--- config.mk ---
export PLATFORM = sky130hd
export DESIGN_NAME = bnnt_ram
export DESIGN_NICKNAME = d
export VERILOG_FILES = /design/src/hdl/bnnt_ram.sv
export SDC_FILE = /design/constraint.sdc
export NUM_CORES = 1
export LEC_CHECK = 0
export BUFFER_PORTS_ARGS = -buffer_cell sky130_fd_sc_hd__buf_2
export CAP_MARGIN = 40
export CORE_ASPECT_RATIO = 1.5
export CORE_MARGIN = 2
export CORE_UTILIZATION = 54
export DETAILED_ROUTE_END_ITERATION = 7
export PLACE_DENSITY = 0.75
export SYNTH_ARGS = -nofsm -noshare
export SYNTH_HDL_FRONTEND = slang
export SYNTH_SLANG_ARGS = --single-unit
--- constraint.sdc ---
create_clock -name clk -period 1.7 [get_ports clk]
set_input_delay 0.17 -clock clk [delete_from_list [all_inputs] [get_ports clk]]
set_output_delay 0.17 -clock clk [all_outputs]
set_load 0.01 [all_outputs]
--- src/hdl/bnnt_ram.sv ---
`timescale 1ns / 1ps

module bnnt_ram #(
	parameter int unsigned WIDTH = 8,
	parameter int unsigned DEPTH = 16
) (
	input  logic                                    clk,
	input  logic                                    we,
	input  logic [(DEPTH > 1 ? $clog2(DEPTH) : 1)-1:0] waddr,
	input  logic [WIDTH-1:0]                        wdata,
	input  logic [(DEPTH > 1 ? $clog2(DEPTH) : 1)-1:0] raddr,
	output logic [WIDTH-1:0]                        rdata
);

	logic [WIDTH-1:0] mem [DEPTH];

	always_ff @(posedge clk) begin
		if (we) begin
			mem[waddr] <= wdata;
		end
		rdata <= mem[raddr];
	end

endmodule

==> reports/summary.txt <==
Nets -> 307
Setup TNS -> 0 ns
share of layout cells above drive strength 1 -> 32.8%
number of port buffers -> 25
Crit. End Element -> flop
clock-pin slew on the worst setup and hold paths -> 0.05 ns
Worst Path Required -> 1.98 ns
Cell variety after synth -> 19
number of global-route vias before repair -> 2,565
H-tree depth -> 4
Seq/Total Area, Yosys -> 77.8%
final setup violation count -> 0
final worst-path cycle share -> 79.7%
first-pass GRT wire length -> 14,400 um
final core occ -> 66.4%
PwrDens -> 1250 mW/mm2
Synth Cell Area -> 0.00515 mm2
Core Region -> 0.00925 mm2
DRC viols -> 0
Max Fanout on Critical Path -> 1
minimum clock period -> 1.36 ns
post-CTS sizing -> 0
top area cells in the synthesized netlist -> edfxtp_1 (75%), mux4_2 (7.9%), mux4_1 (7.1%), dfxtp_1 (3.1%), a22oi_1 (2.3%)
die area -> 0.0103 mm2
RSZ-0062 raised after global routing -> false
Max Root-Sink Buffers -> 2
diode count -> 0
asr flop ratio synth -> 0%
Final Hold Fails -> 0
CP arrival -> 1.64 ns
DP HPWL -> 6140 um
total global-route track usage -> 20.0%
commonest non-fill, non-tap cells in the layout -> edfxtp_1 (128), buf_2 (25), buf_4 (23)
CP startpoint kind -> flop
Clock Latency Late Sink -> 0.41 ns
grt total ovfl -> 0
num rows -> 43
Leak -> 2.13 nW
slew margin rel. -> 64.9%
maximum clock rate -> 0.738 GHz
Inserted Clock Buffers -> 17
# IOs -> 26
initial DRC count -> 229
Worst Hold Class -> in -> reg
WL/cell -> 23.1 um
post-route ant nets -> 0
Synth area leader -> edfxtp_1
status -> completed
DR vias/cell -> 5.91
Total Power -> 0.00769 W
cts hold-fix bufs -> 0
Post-synth EDFFs -> 128
CTS sink count -> 136
initial antenna violation count -> 0
postcts setup bufs -> 0
clk root buf -> clkbuf_16
Post-Syn Nets -> 247
Synth top area share -> 74.7%
peak supply drop -> 853 uV
Avg Cell Area, Syn -> 22.5 um2
Via Count -> 2,446
ys flop type -> edfxtp_1
DRT Wirelength -> 9550 um
Syn. warnings -> 0
#FFs+latches synth -> 136
worst slew pin tran -> 0.523 ns
Final Max Tran Viols -> 0
Max Cap Viol -> 0
Mapped Cells -> 229
die span in x -> 83.7 um
commonest non-fill, non-tap cell in the layout -> edfxtp_1
Area Growth Syn to Fin -> 19.4%
WS Path Type -> reg -> reg
routability cong. -> 0.750
Starting Density -> 55.6%
Worst Clk Skew -> 0.0140 ns
drt pass-1 iters -> 5
largest net degree at the start of global routing -> 33
CTS tree -> yes
Die Span Y -> 124 um
-- synthesized netlist by cell type, types with 2 or more instances --
| cell | number |
|---|---|
| mux4_2 | 18 |
| a22oi_1 | 16 |
| nand3b_1 | 2 |
| buf_6 | 3 |
| nand2b_1 | 2 |
| clkdlybuf4s25_2 | 3 |
| nor3_1 | 4 |
| nand2_1 | 9 |
| nor2_1 | 13 |
| edfxtp_1 | 128 |
| mux4_1 | 14 |
| dfxtp_1 | 8 |
| buf_2 | 3 |
-- per-layer routing --
metal  routed length [um]  GRT usage, %  up-vias
met5                    0             0        -
met3                  516          4.37       14
met2                 5160          34.9      102
li1                     -             -     1093
met4                  193          9.27        0
met1                 3690          23.8     1237
-- area by class of cell --
type | instances | area [um2]
clock buffer | 18 | 429
clock inverter | 14 | 158
fill | 613 | 3110
multi-input combinational | 83 | 1060
sequential | 136 | 4000
tap | 112 | 140
timing repair buffer | 51 | 358
-- through the flow --
stage	area (um2)	std cells	setup WS [ns]	hold slack, ns
CTS	6150	414	0.334	0.138
global placement	5560	382	0.155	0.552
global route	6150	414	0.294	0.147
finish	6150	414	0.344	0.146
detailed placement	5560	382	0.133	0.563
floorplan	5150	229	0.0371	0.269
-- path summary, 6_finish.rpt --
path / from / slack, ns / end / depth (start not counted)
worst min register to register: mem[15][7]$_DFFE_PP_ / 0.68 / rdata[7]$_DFF_P_ / 3
worst max-delay path: mem[9][3]$_DFFE_PP_ / 0.34 / rdata[3]$_DFF_P_ / 3
worst min-delay path: wdata[7] / 0.15 / mem[5][7]$_DFFE_PP_ / 1
worst max register to register: mem[9][3]$_DFFE_PP_ / 0.34 / rdata[3]$_DFF_P_ / 3
-- flip-flops by register name (all words and copies together) (netlist names) --
name and cells:
mem 128, rdata 8
-- worst max-delay path, cell delays in order (launching register included) --
cell and delay [ns]:
edfxtp_1 0.37, mux4_1 0.54, a22oi_1 0.25, nand2_1 0.07
-- report_power, final --
part	switching [W]	internal, W	total [W]
clock network	0.00127	0.00228	0.00356
registers	0.0000219	0.00375	0.00377
logic	0.000202	0.000160	0.000361
-- cells by family (layout without fill, tap and decap cells) --
kind of cell / after synthesis / in the layout / synth area share [%]
AND/OR/NAND/NOR: 35 / 35 / 3.18
AO/OA/AOI/OAI: 16 / 16 / 2.33
buffers and inverters: 10 / 83 / 1.68
flip-flops: 136 / 136 / 77.8
multiplexers: 32 / 32 / 15.0
Power figures use the tool's default switching activity.
